<file path="src/lru_pkg.sv">
`timescale 1ns / 1ps
// ----------------------------------------------------------------------------
// LRU page replacement package
// Sizes, register codes, scan token and frame write types, controller states.
// ----------------------------------------------------------------------------
package lru_pkg;

  localparam int FRAMES     = 8;
  localparam int PAGE_BITS  = 16;
  localparam int IDX_W      = (FRAMES > 1) ? $clog2(FRAMES) : 1;
  localparam int OCC_W      = $clog2(FRAMES + 1);
  localparam int STAMP_W    = 32;
  localparam int CNT_W      = 32;
  localparam int STEP_W     = $clog2(CNT_W) + 1;
  localparam int PAGE_ID_W  = 16;
  localparam int PERIOD_W   = 16;
  localparam int FIU_W      = 4;
  localparam int CFG_IDX_W  = 1;
  localparam int CFG_DATA_W = 16;

  localparam logic [FIU_W-1:0]    FIU_RESET    = 4'd5;
  localparam logic [PERIOD_W-1:0] PERIOD_RESET = 16'd25;

  typedef enum logic [CFG_IDX_W-1:0] {
    REG_FRAMES_IN_USE = 1'b0,
    REG_REPORT_PERIOD = 1'b1
  } cfg_reg_t;

  typedef enum logic [1:0] {
    ST_IDLE,
    ST_SCAN,
    ST_DECIDE
  } state_t;

  // Token that walks the cell chain, one cell per cycle
  typedef struct packed {
    logic                 go;
    logic [PAGE_BITS-1:0] page;
    logic [STAMP_W-1:0]   stamp;
    logic                 found;
    logic [IDX_W-1:0]     found_idx;
    logic [OCC_W-1:0]     occ;
    logic                 free_v;
    logic [IDX_W-1:0]     free_idx;
    logic                 best_v;
    logic [STAMP_W-1:0]   best_age;
    logic [IDX_W-1:0]     best_idx;
    logic [PAGE_BITS-1:0] best_page;
  } scan_t;

  // Broadcast frame update
  typedef struct packed {
    logic                 en;
    logic [IDX_W-1:0]     idx;
    logic [PAGE_BITS-1:0] page;
    logic [STAMP_W-1:0]   stamp;
  } frame_wr_t;

  // Remainder unit control
  typedef struct packed {
    logic step;
    logic wrap;
    logic start;
  } rem_ctl_t;

  // Effective capacity: zero acts as one, large values clip to FRAMES
  function automatic logic [OCC_W-1:0] capacity(input logic [FIU_W-1:0] fiu);
    logic [OCC_W-1:0] c;
    if (fiu == '0) begin
      c = OCC_W'(1);
    end else if (int'(fiu) > FRAMES) begin
      c = OCC_W'(FRAMES);
    end else begin
      c = OCC_W'(fiu);
    end
    return c;
  endfunction

endpackage

</file>
<file path="src/lru_req_if.sv">
`timescale 1ns / 1ps
// ----------------------------------------------------------------------------
// LRU request channel
// Valid/ready channel carrying one page reference per transaction.
// ----------------------------------------------------------------------------
interface lru_req_if;
  logic                           valid;
  logic                           ready;
  logic [lru_pkg::PAGE_ID_W-1:0]  page_id;
  logic                           final_reference;

  modport source (output valid, page_id, final_reference, input ready);
  modport sink   (input valid, page_id, final_reference, output ready);
endinterface

</file>
<file path="src/lru_res_if.sv">
`timescale 1ns / 1ps
// ----------------------------------------------------------------------------
// LRU result channel
// Valid/ready channel carrying one lookup result per transaction.
// ----------------------------------------------------------------------------
interface lru_res_if;
  logic                           valid;
  logic                           ready;
  logic                           hit;
  logic                           evict_valid;
  logic [lru_pkg::PAGE_ID_W-1:0]  evicted_page;
  logic [lru_pkg::CNT_W-1:0]      hit_total;
  logic [lru_pkg::CNT_W-1:0]      miss_total;
  logic                           report_point;
  logic                           run_end;

  modport source (output valid, hit, evict_valid, evicted_page, hit_total, miss_total,
                  report_point, run_end, input ready);
  modport sink   (input valid, hit, evict_valid, evicted_page, hit_total, miss_total,
                  report_point, run_end, output ready);
endinterface

</file>
<file path="src/lru_cell.sv">
`timescale 1ns / 1ps
// ----------------------------------------------------------------------------
// LRU frame cell
// Holds one page frame and folds it into the scan token passing through.
// ----------------------------------------------------------------------------
module lru_cell (
  input  logic                          clk,
  input  logic                          rst,
  input  logic [lru_pkg::IDX_W-1:0]     cell_idx,
  input  lru_pkg::scan_t                tok_in,
  output lru_pkg::scan_t                tok_out,
  input  lru_pkg::frame_wr_t            wr
);

  logic                          valid;
  logic [lru_pkg::PAGE_BITS-1:0] page;
  logic [lru_pkg::STAMP_W-1:0]   stamp;
  logic [lru_pkg::STAMP_W-1:0]   age;
  logic                          match;
  lru_pkg::scan_t                tok_next;

  // Merge this frame into the token
  always_comb begin
    age      = tok_in.stamp - stamp;
    match    = valid && (page == tok_in.page);
    tok_next = tok_in;
    if (valid) begin
      tok_next.occ = tok_in.occ + lru_pkg::OCC_W'(1);
      if (!tok_in.found && match) begin
        tok_next.found     = 1'b1;
        tok_next.found_idx = cell_idx;
      end
      if (!tok_in.best_v || (age > tok_in.best_age)) begin
        tok_next.best_v    = 1'b1;
        tok_next.best_age  = age;
        tok_next.best_idx  = cell_idx;
        tok_next.best_page = page;
      end
    end else if (!tok_in.free_v) begin
      tok_next.free_v   = 1'b1;
      tok_next.free_idx = cell_idx;
    end
  end

  // Hand the token to the next cell
  always_ff @(posedge clk) begin
    if (rst) begin
      tok_out <= '0;
    end else begin
      tok_out <= tok_next;
    end
  end

  // Take a frame update addressed to this cell
  always_ff @(posedge clk) begin
    if (rst) begin
      valid <= 1'b0;
    end else if (wr.en && (wr.idx == cell_idx)) begin
      valid <= 1'b1;
    end
  end

  always_ff @(posedge clk) begin
    if (wr.en && (wr.idx == cell_idx)) begin
      page  <= wr.page;
      stamp <= wr.stamp;
    end
  end

endmodule

</file>
<file path="src/lru_rem.sv">
`timescale 1ns / 1ps
// ----------------------------------------------------------------------------
// LRU report remainder
// Tracks reference count modulo report period; rebuilds it bit-serially
// after a period write.
// ----------------------------------------------------------------------------
module lru_rem (
  input  logic                          clk,
  input  logic                          rst,
  input  lru_pkg::rem_ctl_t             ctl,
  input  logic [lru_pkg::CNT_W-1:0]     count,
  input  logic [lru_pkg::PERIOD_W-1:0]  period,
  output logic                          busy,
  output logic                          step_zero
);

  logic [lru_pkg::PERIOD_W-1:0] rem;
  logic [lru_pkg::CNT_W-1:0]    dividend;
  logic [lru_pkg::STEP_W-1:0]   step_cnt;
  logic [lru_pkg::PERIOD_W:0]   rem_inc;
  logic [lru_pkg::PERIOD_W:0]   trial;
  logic [lru_pkg::PERIOD_W:0]   trial_red;

  // Remainder after one more reference
  always_comb begin
    rem_inc   = {1'b0, rem} + (lru_pkg::PERIOD_W + 1)'(1);
    step_zero = ctl.wrap || (rem_inc == {1'b0, period});
  end

  // One restoring step per cycle
  always_comb begin
    trial     = {rem, dividend[lru_pkg::CNT_W-1]};
    trial_red = (trial >= {1'b0, period}) ? (trial - {1'b0, period}) : trial;
  end

  always_ff @(posedge clk) begin
    if (rst) begin
      busy     <= 1'b0;
      rem      <= '0;
      step_cnt <= '0;
    end else if (ctl.start) begin
      busy     <= 1'b1;
      rem      <= '0;
      step_cnt <= '0;
    end else if (busy) begin
      rem      <= trial_red[lru_pkg::PERIOD_W-1:0];
      step_cnt <= step_cnt + lru_pkg::STEP_W'(1);
      if (step_cnt == lru_pkg::STEP_W'(lru_pkg::CNT_W - 1)) begin
        busy <= 1'b0;
      end
    end else if (ctl.step) begin
      rem <= step_zero ? '0 : rem_inc[lru_pkg::PERIOD_W-1:0];
    end
  end

  // Shift the dividend out MSB first
  always_ff @(posedge clk) begin
    if (ctl.start) begin
      dividend <= count;
    end else if (busy) begin
      dividend <= {dividend[lru_pkg::CNT_W-2:0], 1'b0};
    end
  end

endmodule

</file>
<file path="src/lru_page_replacement.sv">
`timescale 1ns / 1ps
// ----------------------------------------------------------------------------
// LRU page replacement
// Fully associative least-recently-used page frame manager.
// ----------------------------------------------------------------------------
// Usage:
//   req carries one page reference per transaction; res returns one result
//   per reference in order: hit, eviction, running totals, report flag and
//   the echoed end-of-run marker. cfg_we/cfg_idx/cfg_data write the capacity
//   (index 0) and the report period (index 1).
// Timing:
//   A scan token walks the row of FRAMES frame cells, one cell per cycle; the
//   scan result is then registered and the decide state resolves the hit or
//   the victim into the output register. A new reference is taken only once
//   the previous one has been resolved.
//   A report period write rebuilds the reference count remainder one bit per
//   cycle, holding req.ready low until the rebuild is done.
// Reset: all frames empty, counters zero, capacity 5, report period 25.
// Stall: the result sits in an output register; the next reference is still
//   accepted and scanned, and resolves once the register is taken.
// ----------------------------------------------------------------------------
module lru_page_replacement (
  input  logic                            clk,
  input  logic                            rst,
  input  logic                            cfg_we,
  input  logic [lru_pkg::CFG_IDX_W-1:0]   cfg_idx,
  input  logic [lru_pkg::CFG_DATA_W-1:0]  cfg_data,
  lru_req_if.sink                         req,
  lru_res_if.source                       res
);

  lru_pkg::state_t               state;
  lru_pkg::state_t               state_next;
  logic [lru_pkg::FIU_W-1:0]     fiu;
  logic [lru_pkg::PERIOD_W-1:0]  period;
  logic [lru_pkg::CNT_W-1:0]     count;
  logic [lru_pkg::CNT_W-1:0]     count_next;
  logic [lru_pkg::CNT_W-1:0]     hit_cnt;
  logic [lru_pkg::CNT_W-1:0]     miss_cnt;
  logic                          fin;
  logic                          report;
  lru_pkg::scan_t                scan;
  lru_pkg::scan_t                tok [lru_pkg::FRAMES+1];
  lru_pkg::frame_wr_t            wr;
  lru_pkg::rem_ctl_t             rem_ctl;
  logic                          rem_busy;
  logic                          step_zero;
  logic                          period_wr;
  logic                          accept;
  logic                          out_free;
  logic                          in_ready;
  logic                          latch_scan;
  logic                          commit;
  logic                          is_hit;
  logic                          evict;
  logic [lru_pkg::IDX_W-1:0]     slot;
  logic                          out_valid;
  logic                          out_hit;
  logic                          out_evict;
  logic [lru_pkg::PAGE_ID_W-1:0] out_evicted;
  logic                          out_report;
  logic                          out_fin;

  assign period_wr  = cfg_we && (lru_pkg::cfg_reg_t'(cfg_idx) == lru_pkg::REG_REPORT_PERIOD);
  assign accept     = req.valid && req.ready;
  assign count_next = count + lru_pkg::CNT_W'(1);
  assign out_free   = !out_valid || res.ready;
  assign req.ready  = in_ready;

  // Configuration registers
  always_ff @(posedge clk) begin
    if (rst) begin
      fiu    <= lru_pkg::FIU_RESET;
      period <= lru_pkg::PERIOD_RESET;
    end else if (cfg_we) begin
      unique case (lru_pkg::cfg_reg_t'(cfg_idx))
        lru_pkg::REG_FRAMES_IN_USE: fiu    <= cfg_data[lru_pkg::FIU_W-1:0];
        lru_pkg::REG_REPORT_PERIOD: period <= cfg_data[lru_pkg::PERIOD_W-1:0];
        default: ;
      endcase
    end
  end

  // Controller next state
  always_comb begin
    state_next = state;
    unique case (state)
      lru_pkg::ST_IDLE:   if (accept) state_next = lru_pkg::ST_SCAN;
      lru_pkg::ST_SCAN:   if (tok[lru_pkg::FRAMES].go) state_next = lru_pkg::ST_DECIDE;
      lru_pkg::ST_DECIDE: if (out_free) state_next = lru_pkg::ST_IDLE;
      default:            state_next = lru_pkg::ST_IDLE;
    endcase
  end

  // Controller outputs
  always_comb begin
    in_ready   = 1'b0;
    latch_scan = 1'b0;
    commit     = 1'b0;
    unique case (state)
      lru_pkg::ST_IDLE:   in_ready   = !rem_busy && !period_wr;
      lru_pkg::ST_SCAN:   latch_scan = tok[lru_pkg::FRAMES].go;
      lru_pkg::ST_DECIDE: commit     = out_free;
      default: ;
    endcase
  end

  always_ff @(posedge clk) begin
    if (rst) begin
      state <= lru_pkg::ST_IDLE;
    end else begin
      state <= state_next;
    end
  end

  // Launch the scan token with the new reference
  always_comb begin
    tok[0]       = '0;
    tok[0].go    = accept;
    tok[0].page  = lru_pkg::PAGE_BITS'(req.page_id);
    tok[0].stamp = count_next;
  end

  // Row of frame cells
  for (genvar k = 0; k < lru_pkg::FRAMES; k++) begin : g_cell
    lru_cell u_cell (
      .clk      (clk),
      .rst      (rst),
      .cell_idx (lru_pkg::IDX_W'(k)),
      .tok_in   (tok[k]),
      .tok_out  (tok[k+1]),
      .wr       (wr)
    );
  end

  // Reference count remainder for report points
  assign rem_ctl.step  = accept;
  assign rem_ctl.wrap  = (count_next == '0);
  assign rem_ctl.start = period_wr;

  lru_rem u_rem (
    .clk       (clk),
    .rst       (rst),
    .ctl       (rem_ctl),
    .count     (count),
    .period    (period),
    .busy      (rem_busy),
    .step_zero (step_zero)
  );

  // Count references and hold per-item flags
  always_ff @(posedge clk) begin
    if (rst) begin
      count <= '0;
    end else if (accept) begin
      count <= count_next;
    end
  end

  always_ff @(posedge clk) begin
    if (accept) begin
      fin    <= req.final_reference;
      report <= (period != '0) && step_zero;
    end
    if (latch_scan) begin
      scan <= tok[lru_pkg::FRAMES];
    end
  end

  // Resolve hit, free frame or victim
  always_comb begin
    is_hit = scan.found;
    evict  = 1'b0;
    slot   = '0;
    if (is_hit) begin
      slot = scan.found_idx;
    end else if ((scan.occ < lru_pkg::capacity(fiu)) && scan.free_v) begin
      slot = scan.free_idx;
    end else if (scan.best_v) begin
      slot  = scan.best_idx;
      evict = 1'b1;
    end
    wr.en    = commit;
    wr.idx   = slot;
    wr.page  = scan.page;
    wr.stamp = scan.stamp;
  end

  // Saturating hit and miss counters
  always_ff @(posedge clk) begin
    if (rst) begin
      hit_cnt  <= '0;
      miss_cnt <= '0;
    end else if (commit) begin
      if (is_hit && (hit_cnt != '1)) begin
        hit_cnt <= hit_cnt + lru_pkg::CNT_W'(1);
      end
      if (!is_hit && (miss_cnt != '1)) begin
        miss_cnt <= miss_cnt + lru_pkg::CNT_W'(1);
      end
    end
  end

  // Output register
  always_ff @(posedge clk) begin
    if (rst) begin
      out_valid <= 1'b0;
    end else if (commit) begin
      out_valid <= 1'b1;
    end else if (res.ready) begin
      out_valid <= 1'b0;
    end
  end

  always_ff @(posedge clk) begin
    if (commit) begin
      out_hit     <= is_hit;
      out_evict   <= evict;
      out_evicted <= evict ? lru_pkg::PAGE_ID_W'(scan.best_page) : '0;
      out_report  <= report;
      out_fin     <= fin;
    end
  end

  assign res.valid        = out_valid;
  assign res.hit          = out_hit;
  assign res.evict_valid  = out_evict;
  assign res.evicted_page = out_evicted;
  assign res.hit_total    = hit_cnt;
  assign res.miss_total   = miss_cnt;
  assign res.report_point = out_report;
  assign res.run_end      = out_fin;

endmodule

</file>
<file path="src/flat_wrapper.sv">
// flat-port wrapper written by rule: the top's interface ports become plain ports
module lru_page_replacement_flat 
  (clk, rst, cfg_we, cfg_idx, cfg_data, req_valid, req_page_id, req_final_reference, req_ready, res_valid, res_hit, res_evict_valid, res_evicted_page, res_hit_total, res_miss_total, res_report_point, res_run_end, res_ready);
  lru_req_if req_i ();
  lru_res_if res_i ();
  input  logic clk;
  input  logic rst;
  input  logic cfg_we;
  input  logic [lru_pkg::CFG_IDX_W-1:0] cfg_idx;
  input  logic [lru_pkg::CFG_DATA_W-1:0] cfg_data;
  input wire logic [$bits(req_i.valid)-1:0] req_valid;
  input wire logic [$bits(req_i.page_id)-1:0] req_page_id;
  input wire logic [$bits(req_i.final_reference)-1:0] req_final_reference;
  output wire logic [$bits(req_i.ready)-1:0] req_ready;
  output wire logic [$bits(res_i.valid)-1:0] res_valid;
  output wire logic [$bits(res_i.hit)-1:0] res_hit;
  output wire logic [$bits(res_i.evict_valid)-1:0] res_evict_valid;
  output wire logic [$bits(res_i.evicted_page)-1:0] res_evicted_page;
  output wire logic [$bits(res_i.hit_total)-1:0] res_hit_total;
  output wire logic [$bits(res_i.miss_total)-1:0] res_miss_total;
  output wire logic [$bits(res_i.report_point)-1:0] res_report_point;
  output wire logic [$bits(res_i.run_end)-1:0] res_run_end;
  input wire logic [$bits(res_i.ready)-1:0] res_ready;
  assign req_i.valid = req_valid;
  assign req_i.page_id = req_page_id;
  assign req_i.final_reference = req_final_reference;
  assign req_ready = req_i.ready;
  assign res_valid = res_i.valid;
  assign res_hit = res_i.hit;
  assign res_evict_valid = res_i.evict_valid;
  assign res_evicted_page = res_i.evicted_page;
  assign res_hit_total = res_i.hit_total;
  assign res_miss_total = res_i.miss_total;
  assign res_report_point = res_i.report_point;
  assign res_run_end = res_i.run_end;
  assign res_i.ready = res_ready;
  lru_page_replacement u_core (.clk(clk), .rst(rst), .cfg_we(cfg_we), .cfg_idx(cfg_idx), .cfg_data(cfg_data), .req(req_i), .res(res_i));
endmodule
</file>
<file path="config.mk">
export PLATFORM = sky130hd
export DESIGN_NAME = lru_page_replacement_flat
export DESIGN_NICKNAME = d
export VERILOG_FILES = /design/src/lru_pkg.sv /design/src/lru_req_if.sv /design/src/lru_res_if.sv /design/src/lru_cell.sv /design/src/lru_rem.sv /design/src/lru_page_replacement.sv /design/src/flat_wrapper.sv
export SDC_FILE = /design/constraint.sdc
export NUM_CORES = 2
export LEC_CHECK = 0
export ABC_AREA = 1
export BUFFER_PORTS_ARGS = -buffer_cell sky130_fd_sc_hd__buf_2
export CAP_MARGIN = 20
export CORE_MARGIN = 2
export CORE_UTILIZATION = 40
export DETAILED_ROUTE_END_ITERATION = 10
export GPL_ROUTABILITY_DRIVEN = 1
export PLACE_DENSITY = 0.63
export SKIP_CTS_REPAIR_TIMING = 1
export SYNTH_ARGS = -nofsm -noshare
export SYNTH_HDL_FRONTEND = slang
export SYNTH_SLANG_ARGS = --single-unit
</file>
<file path="constraint.sdc">
create_clock -name clk -period 5.2 [get_ports clk]
set_clock_uncertainty 0.05 [all_clocks]
set_input_delay 0.78 -clock clk [delete_from_list [all_inputs] [get_ports clk]]
set_output_delay 0.78 -clock clk [all_outputs]
set_load 0.05 [all_outputs]
</file>
==> metrics.txt <==
Post-synth EDFFs=518; commonest cells after routing, fill and taps aside=inv_1, nand2_1, nor2_1; num ports=125; Max-slew headroom=0.283; Synth Area in XOR/XNOR=0.0340; Die ar.=191,000 um2; row count=158; Reg clk slew, reported paths=70 ps; vias per cell=4.99; clock buffer count from CTS=162; Crit Path Category=flip-flop to flip-flop; vias in the first global route=59,410; Net Sw Frac=0.238; synthesized-area fraction occupied by adder cells=0.0863; Detailed Routing Iterations Pass 1=6; FF-to-FF Start=u_core.g_cell[5].u_cell.tok_out[64]$_SDFF_PP0_; Post-route DRC=0; Max Slew Vio Count=0; grt total ovfl=0; worst hold path type=input pin to flip-flop; DRT antenna net count=0; Placer Congestion=0.973; largest net degree at the start of global routing=174; yosys warns=0; Layout Cells excl Fill=12,163; max incr delay on CP=400 ps; Tot Pwr=0.0260 W; Layout area overhead=12.6%; Async SR Flop Fraction=0; Max Clk Rate=205 MHz; crit end category=flip-flop; CP max-delay cell=fa_1; hpwl dp=178,000 um; GRT Util Overall=0.231; maximum clock path buffer count=3; R2R Path End=u_core.g_cell[6].u_cell.tok_out[27]$_SDFF_PP0_; initial antenna violation count=7; CP Capture Point=u_core.g_cell[6].u_cell.tok_out[27]$_SDFF_PP0_; design area=84,500 um2; CTS H-tree depth=4; Worst-Skew Late Latency=820 ps; commonest non-fill, non-tap cell in the layout=inv_1; Final nets=10,090; syn avg cell area=8.00 um2; final hold vios=0; synth top area cells=dfxtp_1, edfxtp_1, ha_1; sequential share of power=0.478; Die Wd=437 um; clock sink count=1,512; cell area after synthesis=75,000 um2; cells after synthesis=9,381; Int Power=0.0198 W; Net Count, Synth=9,932; Tcrit/Tclk final=0.939; post-synthesis compound-gate area fraction=0.104; routed wire length=226,000 um; RSZ-0062 raised after global routing=false; Final min period=4880 ps; placed insts=11,852; most used cell, CP=nand2_1; IO Port Bufs=124; post-synthesis mux area share=0; R2R setup slack=320 ps; Setup-failing EPs final=0; Avg WL per Cell=18.6 um; Comb pwr share=0.064; critical path data arrival time=5530 ps; initial core utilization=0.404; P_leak=36.9 nW; Clk Tree Root Cell=clkbuf_16; largest family of logic cells by synthesized area=simple AND/OR/NAND/NOR gates; CTS tree=built; Startpoint Class=flip-flop; Synth top area share=0.265; Worst-Margin Slew=1070 ps; required time of the critical path=5840 ps; peak fanout along the critical path=13; top_reg_cell synth=dfxtp_1; layout cell share with drive strength beyond 1=0.0590; NetSw=0.00618 W; Seq cells post-synth=1,512; Placed Area=78,800 um2; R2R depth=26; simple-gate share of the synthesized area=0.209; VDD IR max=0.000308 V; pwr dens=308 nW/um2; core area=186,000 um2; CP startpoint=u_core.g_cell[5].u_cell.tok_out[64]$_SDFF_PP0_; post-layout util=0.455; first-pass GRT wire length=343,000 um; die height=437 um; DRT iter0 DRCs=5,046; status=completed; post-synthesis sequential area ratio=0.473; sum of negative setup slack=0 ps; cell taking the most area after synthesis=dfxtp_1; Via Count=60,732; Netlist cell types=56; clock share of power=0.458; max-cap check violation count=0
==> area by class of cell <==
type,count,area (um2)
flip-flops and latches,1512,35500
repair buffers,220,1590
multi-input cells,6002,32500
inverters,1641,6170
clock buffers,227,4710
fillers,18266,101000
clock inverters,77,887
well taps,2480,3100
diodes,4,10.0
==> per-stage QoR <==
step	hold WS (ps)	setup slack, ps
final	117	315
after CTS	61.9	85.8
after floorplan	336	820
after global placement	336	132
after global routing	74.3	11.0
after detailed placement	339	98.7
==> flip-flops by register name (all words and copies together) (netlist names), 32 cells and up <==
signal,count
u_core.count,32
u_core.g_cell.u_cell.page,128
u_core.g_cell.u_cell.stamp,256
u_core.g_cell.u_cell.tok_out,844
u_core.res.hit_total,32
u_core.res.miss_total,32
u_core.scan,79
u_core.u_rem.dividend,32
==> synthesized netlist by cell type, drive strengths merged, types with 7 or more instances <==
cell type / n
o211ai: 26
edfxtp: 518
inv: 1635
a21o: 30
fa: 9
o21bai: 77
nand3b: 39
a31oi: 30
o2111ai: 11
clkbuf: 175
nor4: 51
nor3b: 7
nand2: 1531
o21a: 24
buf: 51
a221oi: 11
o22ai: 35
xnor2: 86
nor2: 1527
a21boi: 16
ha: 503
nand3: 386
o21ai: 477
nand4: 101
nor3: 121
xor2: 202
a21oi: 669
dfxtp: 994
==> critical path: cells and delay by family (launching register included) <==
kind,cells,cell delay [ps]
AO/OA/AOI/OAI,2,720
XOR/XNOR,1,150
buffers and inverters,5,720
AND/OR/NAND/NOR,15,2020
adder cells (fa/ha/maj),3,820
flip-flops,1,300
==> power groups by stage <==
stage	clock network (W)	registers (W)	logic [W]
after global placement	0	0.0127	0.00163
final	0.0119	0.0124	0.00166
after detailed placement	0	0.0127	0.00165
after global routing	0.0126	0.0124	0.00185
after CTS	0.0122	0.0124	0.00166
after floorplan	0	0.0126	0.00115
==> how the worst min path moves through the flow <==
stage                                                    from                   endpoint  slack [ps]  depth (start not counted)
5_1_grt                                   req_final_reference       u_core.fin$_DFFE_PP_          70                          1
3_5_place_dp   u_core.g_cell[7].u_cell.tok_out[10]$_SDFF_PP0_  u_core.scan[10]$_DFFE_PP_         340                          0
6_report                                  req_final_reference       u_core.fin$_DFFE_PP_         120                          1
2_1_floorplan  u_core.g_cell[7].u_cell.tok_out[63]$_SDFF_PP0_    u_core.is_hit$_DFFE_PP_         340                          0
4_1_cts                                   req_final_reference       u_core.fin$_DFFE_PP_          60                          1
3_3_place_gp   u_core.g_cell[7].u_cell.tok_out[91]$_SDFF_PP0_  u_core.scan[91]$_DFFE_PP_         340                          0
==> routing by layer <==
| metal | vias up | part of all wire | GRT usage |
|---|---|---|---|
| li1 | 30447 | - | - |
| met1 | 28267 | 0.46 | 0.315 |
| met2 | 1644 | 0.45 | 0.374 |
| met3 | 374 | 0.050 | 0.0246 |
| met4 | 0 | 0.042 | 0.0922 |
| met5 | - | 0 | 0 |
==> cell families after synthesis <==
logic type                 after synthesis
adders and majority gates              512
buffers and inverters                 1867
DFF                                   1512
and+or+nand+nor                       3776
AOI/OAI and AO/OA                     1425
xor gates and xnor gates               289
Power figures use the tool's default switching activity.
